--- config.mk ---
export PLATFORM = sky130hd
export DESIGN_NAME = adc_channel_averager_flat
export DESIGN_NICKNAME = d
export VERILOG_FILES = /design/src/rtl/aca_pkg.sv /design/src/rtl/aca_stream_ifs.sv /design/src/rtl/aca_update.sv /design/src/rtl/aca_chan_state.sv /design/src/rtl/adc_channel_averager.sv /design/src/flat_wrapper.sv
export SDC_FILE = /design/constraint.sdc
export NUM_CORES = 1
export LEC_CHECK = 0
export ABC_AREA = 1
export BUFFER_PORTS_ARGS = -buffer_cell sky130_fd_sc_hd__buf_2
export CORE_UTILIZATION = 40
export DETAILED_ROUTE_END_ITERATION = 16
export SYNTH_ARGS = -nofsm -noshare
export SYNTH_HDL_FRONTEND = slang
export SYNTH_SLANG_ARGS = --single-unit
--- constraint.sdc ---
create_clock -name clock -period 8.3 [get_ports clock]
set_clock_uncertainty 0.2 [all_clocks]
set_input_delay 1.245 -clock clock [delete_from_list [all_inputs] [get_ports clock]]
set_output_delay 1.245 -clock clock [all_outputs]
set_load 0.02 [all_outputs]
--- src/rtl/aca_pkg.sv ---
// Shared types, constants and register codes for the ADC channel averager.
package aca_pkg;

   localparam int CHANNELS       = 4;
   localparam int SAMPLE_BITS    = 12;
   localparam int MAX_DEPTH_LOG2 = 7;

   localparam int CHAN_BITS      = 2;
   localparam int DEPTH_BITS     = 3;
   localparam int SUM_BITS       = SAMPLE_BITS + MAX_DEPTH_LOG2;
   localparam int WIDE_BITS      = SUM_BITS + 1;
   localparam int COUNT_BITS     = MAX_DEPTH_LOG2 + 1;
   localparam int TRIM_DEPTH     = 4;

   localparam int CSR_INDEX_BITS = 1;
   localparam int CSR_DATA_BITS  = DEPTH_BITS;

   localparam logic [SAMPLE_BITS-1:0] SAMPLE_MAX = {SAMPLE_BITS{1'b1}};
   localparam logic [DEPTH_BITS-1:0]  DEPTH_LOG2_RESET = DEPTH_BITS'(2);

   typedef enum logic [CSR_INDEX_BITS-1:0] {
      REG_MODE       = 1'b0,
      REG_DEPTH_LOG2 = 1'b1
   } csr_index_type;

   typedef enum logic {
      MODE_MEAN    = 1'b0,
      MODE_TRIMMED = 1'b1
   } mode_type;

   typedef struct packed {
      mode_type               mode;
      logic [DEPTH_BITS-1:0]  depth_log2;
   } cfg_type;

   typedef struct packed {
      logic [SUM_BITS-1:0]    sum;
      logic [SAMPLE_BITS-1:0] min_val;
      logic [SAMPLE_BITS-1:0] max_val;
      logic [COUNT_BITS-1:0]  count;
   } chan_entry_type;

   localparam chan_entry_type CLEAR_ENTRY = '{
      sum:     '0,
      min_val: SAMPLE_MAX,
      max_val: '0,
      count:   '0
   };

endpackage

--- src/rtl/aca_stream_ifs.sv ---
// Valid/ready stream interfaces for the sample and result channels.
interface aca_req_if;
   logic                            valid;
   logic                            ready;
   logic [aca_pkg::SAMPLE_BITS-1:0] sample;
   logic [aca_pkg::CHAN_BITS-1:0]   channel;

   modport source (output valid, output sample, output channel, input ready);
   modport sink   (input valid, input sample, input channel, output ready);
endinterface

interface aca_rsp_if;
   logic                            valid;
   logic                            ready;
   logic [aca_pkg::CHAN_BITS-1:0]   out_channel;
   logic [aca_pkg::SAMPLE_BITS-1:0] average;

   modport source (output valid, output out_channel, output average, input ready);
   modport sink   (input valid, input out_channel, input average, output ready);
endinterface

--- src/rtl/aca_update.sv ---
// Per-sample accumulate, emit decision and average calculation for one channel entry.
module aca_update (
   input  aca_pkg::chan_entry_type          entry_cur,
   input  logic [aca_pkg::SAMPLE_BITS-1:0]  sample,
   input  aca_pkg::cfg_type                 cfg,
   output aca_pkg::chan_entry_type          entry_next,
   output logic                             emit,
   output logic [aca_pkg::SAMPLE_BITS-1:0]  average
);

   logic [aca_pkg::SUM_BITS-1:0]    sum_new;
   logic [aca_pkg::SAMPLE_BITS-1:0] min_new;
   logic [aca_pkg::SAMPLE_BITS-1:0] max_new;
   logic [aca_pkg::COUNT_BITS-1:0]  count_new;
   logic [aca_pkg::DEPTH_BITS-1:0]  shift;
   logic [aca_pkg::COUNT_BITS-1:0]  target;
   logic [aca_pkg::WIDE_BITS-1:0]   mean_wide;
   logic [aca_pkg::WIDE_BITS-1:0]   trim_wide;
   logic [aca_pkg::WIDE_BITS-1:0]   avg_wide;

   // The count never passes the largest target, so the sum fits without wrapping.
   assign sum_new   = entry_cur.sum + aca_pkg::SUM_BITS'(sample);
   assign min_new   = (sample < entry_cur.min_val) ? sample : entry_cur.min_val;
   assign max_new   = (sample > entry_cur.max_val) ? sample : entry_cur.max_val;
   assign count_new = entry_cur.count + aca_pkg::COUNT_BITS'(1);

   assign shift = (cfg.depth_log2 > aca_pkg::DEPTH_BITS'(aca_pkg::MAX_DEPTH_LOG2)) ?
                  aca_pkg::DEPTH_BITS'(aca_pkg::MAX_DEPTH_LOG2) : cfg.depth_log2;

   always_comb begin
      if (cfg.mode == aca_pkg::MODE_TRIMMED) begin
         target = aca_pkg::COUNT_BITS'(aca_pkg::TRIM_DEPTH);
      end else begin
         target = aca_pkg::COUNT_BITS'(1) << shift;
      end
   end

   assign emit = (count_new >= target);

   assign mean_wide = (aca_pkg::WIDE_BITS'(sum_new) + aca_pkg::WIDE_BITS'(target >> 1)) >> shift;

   // With at least two samples the min and max are distinct terms of the sum.
   assign trim_wide = (aca_pkg::WIDE_BITS'(sum_new) - aca_pkg::WIDE_BITS'(min_new)
                       - aca_pkg::WIDE_BITS'(max_new) + aca_pkg::WIDE_BITS'(1)) >> 1;

   assign avg_wide = (cfg.mode == aca_pkg::MODE_TRIMMED) ? trim_wide : mean_wide;

   assign average = (avg_wide > aca_pkg::WIDE_BITS'(aca_pkg::SAMPLE_MAX)) ?
                    aca_pkg::SAMPLE_MAX : avg_wide[aca_pkg::SAMPLE_BITS-1:0];

   always_comb begin
      if (emit) begin
         entry_next = aca_pkg::CLEAR_ENTRY;
      end else begin
         entry_next.sum     = sum_new;
         entry_next.min_val = min_new;
         entry_next.max_val = max_new;
         entry_next.count   = count_new;
      end
   end

endmodule

--- src/rtl/aca_chan_state.sv ---
// Per-channel accumulator registers with a single read and write port.
module aca_chan_state (
   input  logic                           clock,
   input  logic                           reset,
   input  logic                           write_en,
   input  logic [aca_pkg::CHAN_BITS-1:0]  write_channel,
   input  aca_pkg::chan_entry_type        write_entry,
   input  logic [aca_pkg::CHAN_BITS-1:0]  read_channel,
   output aca_pkg::chan_entry_type        read_entry
);

   aca_pkg::chan_entry_type entry_ff [aca_pkg::CHANNELS];
   aca_pkg::chan_entry_type entry_in [aca_pkg::CHANNELS];

   always_comb begin
      for (int c = 0; c < aca_pkg::CHANNELS; c++) begin
         if (write_en && (int'(write_channel) == c)) begin
            entry_in[c] = write_entry;
         end else begin
            entry_in[c] = entry_ff[c];
         end
      end
   end

   always_ff @(posedge clock) begin
      for (int c = 0; c < aca_pkg::CHANNELS; c++) begin
         if (reset) begin
            entry_ff[c] <= aca_pkg::CLEAR_ENTRY;
         end else begin
            entry_ff[c] <= entry_in[c];
         end
      end
   end

   assign read_entry = entry_ff[read_channel];

endmodule

--- src/rtl/adc_channel_averager.sv ---
// Per-channel averager: accepts one sample beat per clock and returns one result beat each
// time a channel reaches its sample target. An accepted sample is held in an input
// register, then, as it leaves that register, the channel's sum, minimum, maximum and count
// are updated and, on reaching the target, the rounded mean (or trimmed mean of four) is
// loaded into the result register and the channel is cleared. Sustained rate is one sample
// per cycle while the result side does not stall. Input ready drops only while a result is
// held and the sink is not ready.
// Write the mode and depth registers only while no samples are in flight.
module adc_channel_averager (
   input  logic                                clock,
   input  logic                                reset,
   aca_req_if.sink                             req_stream,
   aca_rsp_if.source                           rsp_stream,
   input  logic                                csr_write_enable,
   input  logic [aca_pkg::CSR_INDEX_BITS-1:0]  csr_index,
   input  logic [aca_pkg::CSR_DATA_BITS-1:0]   csr_write_data
);

   aca_pkg::cfg_type                 cfg_ff, cfg_in;

   logic                             s1_valid_ff, s1_valid_in;
   logic [aca_pkg::SAMPLE_BITS-1:0]  s1_sample_ff, s1_sample_in;
   logic [aca_pkg::CHAN_BITS-1:0]    s1_channel_ff, s1_channel_in;

   logic                             out_valid_ff, out_valid_in;
   logic [aca_pkg::CHAN_BITS-1:0]    out_channel_ff, out_channel_in;
   logic [aca_pkg::SAMPLE_BITS-1:0]  out_average_ff, out_average_in;

   logic                             req_beat;
   logic                             s1_advance;
   logic                             channel_ok;
   logic                             state_write;
   logic                             emit;
   logic [aca_pkg::SAMPLE_BITS-1:0]  average;
   aca_pkg::chan_entry_type          entry_cur;
   aca_pkg::chan_entry_type          entry_next;

   // Configuration registers.
   always_comb begin
      cfg_in = cfg_ff;
      if (csr_write_enable) begin
         unique case (aca_pkg::csr_index_type'(csr_index))
            aca_pkg::REG_MODE: begin
               cfg_in.mode = aca_pkg::mode_type'(csr_write_data[0]);
            end
            aca_pkg::REG_DEPTH_LOG2: begin
               cfg_in.depth_log2 = csr_write_data[aca_pkg::DEPTH_BITS-1:0];
            end
         endcase
      end
   end

   always_ff @(posedge clock) begin
      if (reset) begin
         cfg_ff.mode       <= aca_pkg::MODE_MEAN;
         cfg_ff.depth_log2 <= aca_pkg::DEPTH_LOG2_RESET;
      end else begin
         cfg_ff <= cfg_in;
      end
   end

   // Input register stage.
   assign s1_advance       = s1_valid_ff && (!out_valid_ff || rsp_stream.ready);
   assign req_stream.ready = !s1_valid_ff || s1_advance;
   assign req_beat         = req_stream.valid && req_stream.ready;

   always_comb begin
      s1_valid_in   = req_beat || (s1_valid_ff && !s1_advance);
      s1_sample_in  = req_beat ? req_stream.sample  : s1_sample_ff;
      s1_channel_in = req_beat ? req_stream.channel : s1_channel_ff;
   end

   always_ff @(posedge clock) begin
      if (reset) begin
         s1_valid_ff <= 1'b0;
      end else begin
         s1_valid_ff <= s1_valid_in;
      end
      s1_sample_ff  <= s1_sample_in;
      s1_channel_ff <= s1_channel_in;
   end

   // Accumulate stage.
   assign channel_ok  = (int'(s1_channel_ff) < aca_pkg::CHANNELS);
   assign state_write = s1_advance && channel_ok;

   aca_chan_state u_chan_state (
      .clock         (clock),
      .reset         (reset),
      .write_en      (state_write),
      .write_channel (s1_channel_ff),
      .write_entry   (entry_next),
      .read_channel  (s1_channel_ff),
      .read_entry    (entry_cur)
   );

   aca_update u_update (
      .entry_cur  (entry_cur),
      .sample     (s1_sample_ff),
      .cfg        (cfg_ff),
      .entry_next (entry_next),
      .emit       (emit),
      .average    (average)
   );

   // Result register.
   always_comb begin
      out_channel_in = out_channel_ff;
      out_average_in = out_average_ff;
      if (state_write && emit) begin
         out_valid_in   = 1'b1;
         out_channel_in = s1_channel_ff;
         out_average_in = average;
      end else if (rsp_stream.ready) begin
         out_valid_in = 1'b0;
      end else begin
         out_valid_in = out_valid_ff;
      end
   end

   always_ff @(posedge clock) begin
      if (reset) begin
         out_valid_ff <= 1'b0;
      end else begin
         out_valid_ff <= out_valid_in;
      end
      out_channel_ff <= out_channel_in;
      out_average_ff <= out_average_in;
   end

   assign rsp_stream.valid       = out_valid_ff;
   assign rsp_stream.out_channel = out_channel_ff;
   assign rsp_stream.average     = out_average_ff;

endmodule

--- src/flat_wrapper.sv ---
// flat-port wrapper written by rule: the top's interface ports become plain ports
module adc_channel_averager_flat 
  (clock, reset, csr_write_enable, csr_index, csr_write_data, req_stream_valid, req_stream_sample, req_stream_channel, req_stream_ready, rsp_stream_valid, rsp_stream_out_channel, rsp_stream_average, rsp_stream_ready);
  aca_req_if req_stream_i ();
  aca_rsp_if rsp_stream_i ();
  input  logic clock;
  input  logic reset;
  input  logic csr_write_enable;
  input  logic [aca_pkg::CSR_INDEX_BITS-1:0] csr_index;
  input  logic [aca_pkg::CSR_DATA_BITS-1:0] csr_write_data;
  input wire logic [$bits(req_stream_i.valid)-1:0] req_stream_valid;
  input wire logic [$bits(req_stream_i.sample)-1:0] req_stream_sample;
  input wire logic [$bits(req_stream_i.channel)-1:0] req_stream_channel;
  output wire logic [$bits(req_stream_i.ready)-1:0] req_stream_ready;
  output wire logic [$bits(rsp_stream_i.valid)-1:0] rsp_stream_valid;
  output wire logic [$bits(rsp_stream_i.out_channel)-1:0] rsp_stream_out_channel;
  output wire logic [$bits(rsp_stream_i.average)-1:0] rsp_stream_average;
  input wire logic [$bits(rsp_stream_i.ready)-1:0] rsp_stream_ready;
  assign req_stream_i.valid = req_stream_valid;
  assign req_stream_i.sample = req_stream_sample;
  assign req_stream_i.channel = req_stream_channel;
  assign req_stream_ready = req_stream_i.ready;
  assign rsp_stream_valid = rsp_stream_i.valid;
  assign rsp_stream_out_channel = rsp_stream_i.out_channel;
  assign rsp_stream_average = rsp_stream_i.average;
  assign rsp_stream_i.ready = rsp_stream_ready;
  adc_channel_averager u_core (.clock(clock), .reset(reset), .req_stream(req_stream_i), .rsp_stream(rsp_stream_i), .csr_write_enable(csr_write_enable), .csr_index(csr_index), .csr_write_data(csr_write_data));
endmodule
==> impl_results.rst, run 1 <==
.. list-table::
   :header-rows: 1

   * - Metric
     - Value
   * - Outcome
     - complete, no violations
   * - Nets
     - 1,873
   * - Filler cell count in the final layout
     - approximately 3,600
   * - Master of the slowest instance on the critical path
     - sky130_fd_sc_hd__inv_4
   * - Synthesized netlist net count
     - between 1,500 and 2,000
   * - Top_reg_cell synth
     - sky130_fd_sc_hd__edfxtp_1
   * - CP dominant cell by count
     - sky130_fd_sc_hd__nand2_1
   * - Post-CTS setup buffer count
     - 0
   * - I/O Buffers
     - 38
   * - Portion of the post-synthesis area used by sequential elements
     - 0.479
   * - Count of antenna-violating nets left after detailed routing
     - 0
   * - Gate count after technology mapping
     - between 1,500 and 2,000
   * - Core region area
     - 36,600 sq um
   * - Mean instance size in the synthesized netlist
     - between 8 and 9 sq um
   * - Clk root buf
     - sky130_fd_sc_hd__clkbuf_16
   * - Number of H-tree levels
     - 1
   * - Unrepaired setup endpoints after global routing
     - false
   * - Vias in the first global route
     - approximately 12,000
   * - Post-synth EDFFs
     - approximately 230
   * - Nature of the critical path endpoint
     - register
   * - Largest fanout on the critical path
     - 69
   * - Number of maximum-capacitance constraint violations
     - 0
   * - Number of clock sinks seen by CTS
     - 240
   * - Hold Worst Slack
     - a little under 0.3 ns
   * - Number of vias after detailed routing
     - about 12,000
   * - Type of the most critical hold path
     - reg -> reg
   * - First-pass iteration count of the detailed router
     - 5
   * - Effective utilization at floorplan
     - 0.406
   * - Area of the mapped netlist
     - about 15,000 sq um
   * - # DRC
     - 0
   * - Number of cells traversed by the worst register-to-register path
     - 31
   * - Hold Fails Final Rpt
     - 0
   * - Distinct cell type count after synthesis
     - 52
   * - Post-detailed-routing wire length
     - approximately 42 mm
   * - Register-to-register path setup slack
     - just over 0.9 ns
   * - Final critical-path required period
     - 7.38 ns
   * - Count of cells along the worst hold path
     - 2
   * - Hold bufs inserted after CTS
     - 0
   * - Area growth syn-to-layout
     - 9.73%
   * - Resized Gates After CTS
     - 0
   * - Placement row count
     - 70
   * - Final Cycle Share
     - 0.890
   * - Num ports
     - 39
   * - Number of setup violations in the final report
     - 0
   * - Via count normalized by instance count
     - ~5.4
   * - Highest clock frequency the design can meet
     - about 140 MHz
   * - Die footprint
     - 38,000 sq um
   * - Biggest cell delay along the critical path
     - between 0.6 and 0.7 ns
   * - WL/cell
     - ~19 microns
   * - Leakage power summed over all cells
     - approximately 6.6 nW
   * - Critical path class
     - reg -> reg
   * - Relative slew slack
     - 0.379
   * - Horizontal extent of the die
     - between 150 and 200 microns
   * - Register bit count reported by yosys
     - 240
   * - Fraction of layout cells with a size suffix above 1
     - 0.0876
   * - Critical Path AT
     - around 7.5 ns
   * - Maximum vdd ir drop
     - roughly 160 uV
   * - First-pass GRT wire length
     - 65.2 mm
   * - Violation count after the first detailed-routing iteration
     - 1,167
   * - Gr ovfl total
     - 0
   * - Total CTS buffers
     - 26
   * - Clock-pin slew on the worst setup and hold paths
     - roughly 0.060 ns
   * - Tot GR Track Use
     - 0.221
   * - Skew-Pair Late Insertion Delay
     - roughly 0.55 ns
   * - Number of pins with negative max-slew slack in the final report
     - 0
   * - Detailed placement HPWL
     - approximately 28 mm
   * - CTS tree
     - built
   * - Antenna violations before repair
     - 1
   * - Pwr/cell area
     - approximately 270 nW/um^2
   * - Number of warnings printed during yosys synthesis
     - 0
   * - Async set-or-reset flop fraction in the synthesized netlist
     - 0
   * - Slew at the pin closest to its max-slew limit
     - roughly 0.93 ns
   * - Antenna fix cells
     - 0
   * - Worst EP required
     - about 8.4 ns
   * - Largest net degree at the start of global routing
     - 70
   * - Maximum clock insertion buffer count
     - 3
   * - Accumulated negative setup slack
     - 0 ns
   * - Height of the chip
     - between 150 and 200 microns
   * - Global placer's final weighted congestion
     - around 0.91
   * - Setup crit start kind
     - register
## cell usage after synthesis, types with 2 or more instances
cell,n,area (sq um)
sky130_fd_sc_hd__nand4_1,22,138
sky130_fd_sc_hd__nand3_2,4,40.0
sky130_fd_sc_hd__buf_6,9,101
sky130_fd_sc_hd__nor2_4,4,45.0
sky130_fd_sc_hd__or2_2,12,75.1
sky130_fd_sc_hd__clkbuf_1,50,188
sky130_fd_sc_hd__nor3_1,6,30.0
sky130_fd_sc_hd__a32o_1,11,110
sky130_fd_sc_hd__nand2_2,15,93.8
sky130_fd_sc_hd__edfxtp_1,232,6970
sky130_fd_sc_hd__buf_2,9,45.0
sky130_fd_sc_hd__ha_1,87,1090
sky130_fd_sc_hd__o31ai_1,2,15.0
sky130_fd_sc_hd__o22ai_1,19,119
sky130_fd_sc_hd__o211ai_1,10,75.1
sky130_fd_sc_hd__a21boi_0,2,15.0
sky130_fd_sc_hd__xnor2_1,8,70.1
sky130_fd_sc_hd__dfxtp_1,8,160
sky130_fd_sc_hd__o21ai_0,89,445
sky130_fd_sc_hd__nand2_1,431,1620
sky130_fd_sc_hd__a21oi_1,91,455
sky130_fd_sc_hd__a21o_1,2,15.0
sky130_fd_sc_hd__o21ai_1,2,10.0
sky130_fd_sc_hd__nand3_1,88,440
sky130_fd_sc_hd__o221ai_1,2,17.5
sky130_fd_sc_hd__a31oi_1,2,12.5
sky130_fd_sc_hd__o21a_1,2,15.0
sky130_fd_sc_hd__a32oi_1,14,123
sky130_fd_sc_hd__xor2_1,18,158
sky130_fd_sc_hd__o21bai_1,2,15.0
sky130_fd_sc_hd__fa_1,14,280
sky130_fd_sc_hd__buf_1,4,15.0
sky130_fd_sc_hd__clkinv_1,2,7.51
sky130_fd_sc_hd__nand2_4,3,33.8
sky130_fd_sc_hd__buf_4,2,15.0
sky130_fd_sc_hd__nor2_1,278,1040
sky130_fd_sc_hd__inv_2,3,11.3
sky130_fd_sc_hd__nor2_2,4,25.0
sky130_fd_sc_hd__inv_1,163,612
## sequential cells by signal (all words and copies together), names as in the netlist, named ones only
| register | count |
|---|---|
| u_core.s1_sample_ff | 12 |
| u_core.cfg_ff | 4 |
| u_core.s1_channel_ff | 2 |
| u_core.u_chan_state.entry_ff | 204 |
| u_core.s1_valid_ff | 1 |
| u_core.rsp_stream.valid | 1 |
| u_core.rsp_stream.out_channel | 2 |
| u_core.rsp_stream.average | 12 |
## routing by layer
| layer | track usage | vias up | routed length [microns] |
|---|---|---|---|
| met5 | 0 | - | 0 |
| met4 | 0.0747 | 0 | 1330 |
| met3 | 0.0272 | 75 | 2730 |
| met2 | 0.373 | 400 | 19200 |
| met1 | 0.295 | 5748 | 18200 |
| li1 | - | 5863 | - |
## metrics by stage
| stage | total power [mW] | instances | setup slack (ns) | util | instance area (sq um) |
|---|---|---|---|---|---|
| 2_1_floorplan | 2.71 | 1739 | 2.10 | - | 14900 |
| 6_report | 4.36 | 2237 | 0.917 | 0.446 | 16300 |
| 3_3_place_gp | 3.14 | 2189 | 0.974 | 0.421 | 15400 |
| 3_5_place_dp | 3.14 | 2189 | 0.948 | 0.421 | 15400 |
| 4_1_cts | 4.37 | 2237 | 0.912 | 0.446 | 16300 |
| 5_1_grt | 4.67 | 2237 | 0.0983 | 0.446 | 16300 |
## critical path: cells and delay by family (launching register included)
kind,cells,cell delay (ns)
AO/OA/AOI/OAI,6,1.05
adder cells (fa/ha/maj),5,1.81
AND/OR/NAND/NOR,14,1.27
buffers and inverters,5,1.62
XOR/XNOR,1,0.53
flip-flops,1,0.53
## placed cells by master (no fill, tap or decap), types with 3 or more instances in the layout
cell type	instances
sky130_fd_sc_hd__nor2_2	4
sky130_fd_sc_hd__inv_1	163
sky130_fd_sc_hd__o22ai_1	19
sky130_fd_sc_hd__o211ai_1	10
sky130_fd_sc_hd__buf_2	38
sky130_fd_sc_hd__nor2_4	4
sky130_fd_sc_hd__a32oi_1	14
sky130_fd_sc_hd__nand2_4	3
sky130_fd_sc_hd__clkbuf_16	26
sky130_fd_sc_hd__dfxtp_1	7
sky130_fd_sc_hd__clkinv_2	6
sky130_fd_sc_hd__nand4_1	22
sky130_fd_sc_hd__xor2_1	18
sky130_fd_sc_hd__a21oi_1	91
sky130_fd_sc_hd__or2_2	12
sky130_fd_sc_hd__nor2_1	278
sky130_fd_sc_hd__ha_1	87
sky130_fd_sc_hd__a32o_1	11
sky130_fd_sc_hd__inv_2	3
sky130_fd_sc_hd__o21ai_0	89
sky130_fd_sc_hd__nand3_2	4
sky130_fd_sc_hd__edfxtp_1	232
sky130_fd_sc_hd__nand3_1	88
sky130_fd_sc_hd__bufinv_16	5
sky130_fd_sc_hd__buf_4	19
sky130_fd_sc_hd__nand2_2	19
sky130_fd_sc_hd__clkbuf_1	5
sky130_fd_sc_hd__nor3_1	6
sky130_fd_sc_hd__nand2_1	427
sky130_fd_sc_hd__fa_1	14
sky130_fd_sc_hd__xnor2_1	8
sky130_fd_sc_hd__clkinv_1	5
## kinds of logic (layout without fill, tap and decap cells)
group | after synthesis | after routing | synth area share
AO/OA/AOI/OAI | 255 | 255 | 0.0998
XOR/XNOR | 27 | 27 | 0.0164
adder cells (fa/ha/maj) | 101 | 101 | 0.0920
buffers and inverters | 244 | 274 | 0.0682
flip-flops | 240 | 240 | 0.479
AND/OR/NAND/NOR | 872 | 872 | 0.244
## power breakdown
group          internal (mW)  switching, mW
registers               1.38         0.0350
logic                  0.577           1.15
clock network          0.733          0.486
## worst paths after layout
path,start,to
max reg2reg,register,u_core.rsp_stream.average[2]
min,u_core.rsp_stream.valid,u_core.rsp_stream.valid
max,register,u_core.rsp_stream.average[2]
min reg2reg,u_core.rsp_stream.valid,u_core.rsp_stream.valid
## final cells by class
class / instances / area [sq um] / share of cell area
sequential: 240 / 7130 / 0.437
multi-input combinational: 1255 / 6740 / 0.413
clock buffer: 31 / 669 / 0.0410
inverter: 169 / 637 / 0.0390
tap: 468 / 586 / 0.0359
timing repair buffer: 57 / 333 / 0.0204
clock inverter: 17 / 224 / 0.0137
Note: power is estimated with default switching activity, not from simulation.
==> run 2: changes to the inputs <==
Settings changed: RECOVER_POWER set to 100.
==> run 2 against run 1 <==
Compared with the run above: the run now ends with capacitance limit, slew limit left; sequential share of layout area up 0.12 points; cell area shrank 0.27%; largest power group unchanged; utilization fell by 0.12 points; hold slack better by 0.0014 ns; wire length fell by 0.15%; maximum frequency rose by 0.22%; global-route usage is the same; worst setup slack improved by 0.016 ns; highest routed layer unchanged.
==> impl_results.rst, run 2 (synthesis results as in run 1) <==
.. list-table::
   :header-rows: 1

   * - Metric
     - Value
   * - Skew-Pair Late Insertion Delay
     - 0.55 ns (about the same)
   * - First-pass GRT wire length
     - 65.2 mm (unchanged)
   * - Number of flip-flops under the largest register name
     - 204 (unchanged)
   * - Filler cell count in the final layout
     - 3,630 (was 3,614)
   * - Area growth syn-to-layout
     - 9.44% (was 9.73%)
   * - Global placer's final weighted congestion
     - 0.912 (unchanged)
   * - Antenna violations before repair
     - 1 (unchanged)
   * - Die footprint
     - 38,000 sq um (unchanged)
   * - Maximum vdd ir drop
     - 157 uV (was 158 uV)
   * - Fraction of layout cells with a size suffix above 1
     - 0.0741 (was 0.0876)
   * - Critical path class
     - reg -> reg (unchanged)
   * - Num ports
     - 39 (unchanged)
   * - Outcome
     - complete, but fails checks (was complete, no violations)
   * - First-pass iteration count of the detailed router
     - 5 (unchanged)
   * - Leakage power summed over all cells
     - 6.54 nW (was 6.59 nW)
   * - # DRC
     - 0 (unchanged)
   * - WL/cell
     - 18.5 microns (was 18.6 microns)
   * - Number of H-tree levels
     - 1 (unchanged)
   * - Unrepaired setup endpoints after global routing
     - false (unchanged)
   * - Hold Fails Final Rpt
     - 0 (unchanged)
   * - Finished Cell Area
     - 16,300 sq um (about the same)
   * - Core region area
     - 36,600 sq um (unchanged)
   * - Highest clock frequency the design can meet
     - 136 MHz (was 135 MHz)
   * - Clk root buf
     - sky130_fd_sc_hd__clkbuf_16 (unchanged)
   * - Gr ovfl total
     - 0 (unchanged)
   * - Post-placement cell area
     - 15,400 sq um (unchanged)
   * - Nature of the critical path endpoint
     - register (unchanged)
   * - Placement row count
     - 70 (unchanged)
   * - Detailed placement HPWL
     - 27.5 mm (unchanged)
   * - Internal power of the cells
     - 2.69 mW (about the same)
   * - Final Cycle Share
     - 0.888 (was 0.890)
   * - Commonest non-fill, non-tap cells in the layout
     - sky130_fd_sc_hd__nand2_1, sky130_fd_sc_hd__nor2_1, sky130_fd_sc_hd__edfxtp_1, sky130_fd_sc_hd__inv_1, sky130_fd_sc_hd__a21oi_1 (unchanged)
   * - P_sw
     - 1.67 mW (about the same)
   * - Number of vias after detailed routing
     - 12,100 (about the same)
   * - Number of maximum-capacitance constraint violations
     - 4 (was 0)
   * - Biggest cell delay along the critical path
     - 0.65 ns (was 0.66 ns)
   * - Number of setup violations in the final report
     - 0 (unchanged)
   * - Final critical-path required period
     - 7.37 ns (was 7.38 ns)
   * - Vias in the first global route
     - 11,900 (unchanged)
   * - Total CTS buffers
     - 26 (unchanged)
   * - I/O Buffers
     - 38 (unchanged)
   * - Type of the most critical hold path
     - reg -> reg (unchanged)
   * - Largest fanout on the critical path
     - 69 (unchanged)
   * - Antenna fix cells
     - 0 (unchanged)
   * - Pwr/cell area
     - 268 nW/um^2 (was 267 nW/um^2)
   * - Master of the slowest instance on the critical path
     - sky130_fd_sc_hd__inv_4 (unchanged)
   * - Relative slew slack
     - -1.55 (was 0.379)
   * - Combinational share of power
     - 0.394 (was 0.395)
   * - Violation count after the first detailed-routing iteration
     - 1,172 (was 1,167)
   * - Net switching fraction of the power
     - 0.382 (about the same)
   * - Sequential power share
     - 0.327 (was 0.325)
   * - Most common cell after layout, fill and taps aside
     - sky130_fd_sc_hd__nand2_1 (unchanged)
   * - Via count normalized by instance count
     - 5.40 (about the same)
   * - Count of antenna-violating nets left after detailed routing
     - 0 (unchanged)
   * - Largest net degree at the start of global routing
     - 70 (unchanged)
   * - Nets
     - 1,873 (unchanged)
   * - Hold bufs inserted after CTS
     - 0 (unchanged)
   * - CP dominant cell by count
     - sky130_fd_sc_hd__nand2_1 (unchanged)
   * - Effective utilization at floorplan
     - 0.406 (unchanged)
   * - Height of the chip
     - 195 microns (unchanged)
   * - Resized Gates After CTS
     - 0 (unchanged)
   * - Setup crit start kind
     - register (unchanged)
   * - Horizontal extent of the die
     - 195 microns (unchanged)
   * - Post-detailed-routing wire length
     - 41.5 mm (about the same)
   * - Number of pins with negative max-slew slack in the final report
     - 208 (was 0)
   * - CTS tree
     - built (unchanged)
   * - Failing checks
     - capacitance limit, slew limit
   * - Critical Path AT
     - 7.43 ns (was 7.45 ns)
   * - Maximum clock insertion buffer count
     - 3 (unchanged)
   * - Tot GR Track Use
     - 0.221 (unchanged)
   * - Top reg by flops
     - u_core.u_chan_state.entry_ff (unchanged)
   * - Clock-pin slew on the worst setup and hold paths
     - 0.06 ns (about the same)
   * - Post-CTS setup buffer count
     - 0 (unchanged)
   * - Slew at the pin closest to its max-slew limit
     - 3.83 ns (was 0.931 ns)
   * - Fraction of power consumed by the clock network
     - 0.280 (about the same)
   * - Worst EP required
     - 8.36 ns (about the same)
   * - Number of clock sinks seen by CTS
     - 240 (unchanged)
   * - Accumulated negative setup slack
     - 0 ns (unchanged)
==> run 2: worst paths after layout <==
kind	start	end	slack, ns	cells past startpoint
setup / recovery	register	u_core.rsp_stream.average[2]	0.93	31
hold / removal	u_core.rsp_stream.valid	u_core.rsp_stream.valid	0.30	2
setup reg to reg	register	u_core.rsp_stream.average[2]	0.93	31
hold reg to reg	u_core.rsp_stream.valid	u_core.rsp_stream.valid	0.30	2
==> run 2: power groups by stage <==
stage                     combinational, mW  sequential, mW  clock [mW]
final                                  1.72            1.42        1.22
after global routing                   1.96            1.43        1.28
after CTS                              1.71            1.42        1.24
after detailed placement               1.70            1.44           0
after global placement                 1.69            1.44           0
after floorplan                        1.29            1.43           0
==> run 2: layout make-up <==
class	instances	area, sq um	share of cell area
clock buffers	31	669	0.0411
flip-flops and latches	240	7130	0.438
repair buffers	57	289	0.0178
clock inverters	17	224	0.0138
inverters	169	637	0.0391
well taps	468	586	0.0360
multi-input cells	1255	6740	0.414
==> run 2: stage by stage <==
stage / worst slack, ns / util / std cells / hold WS, ns / power [mW]
floorplan: 2.10 / - / 1739 / 0.275 / 2.71
global placement: 0.974 / 0.421 / 2189 / 0.283 / 3.14
detailed placement: 0.948 / 0.421 / 2189 / 0.292 / 3.14
CTS: 0.912 / 0.446 / 2237 / 0.301 / 4.37
global route: 0.0983 / 0.445 / 2237 / 0.335 / 4.67
finish: 0.933 / 0.445 / 2237 / 0.298 / 4.36
==> run 2: critical path, delay by kind of cell (launching register included) <==
family	cells	cell delay, ns
AO/OA/AOI/OAI	6	1.06
XOR/XNOR	1	0.53
adder cells (fa/ha/maj)	5	1.82
buffers and inverters	5	1.60
flip-flops	1	0.53
AND/OR/NAND/NOR	14	1.28
==> run 2: per-layer routing <==
metal,vias to the layer above,part of all wire,GRT usage
met5,-,0,0
met4,0,0.033,0.0747
met3,82,0.066,0.0272
met2,434,0.46,0.373
met1,5703,0.44,0.295
li1,5862,-,-
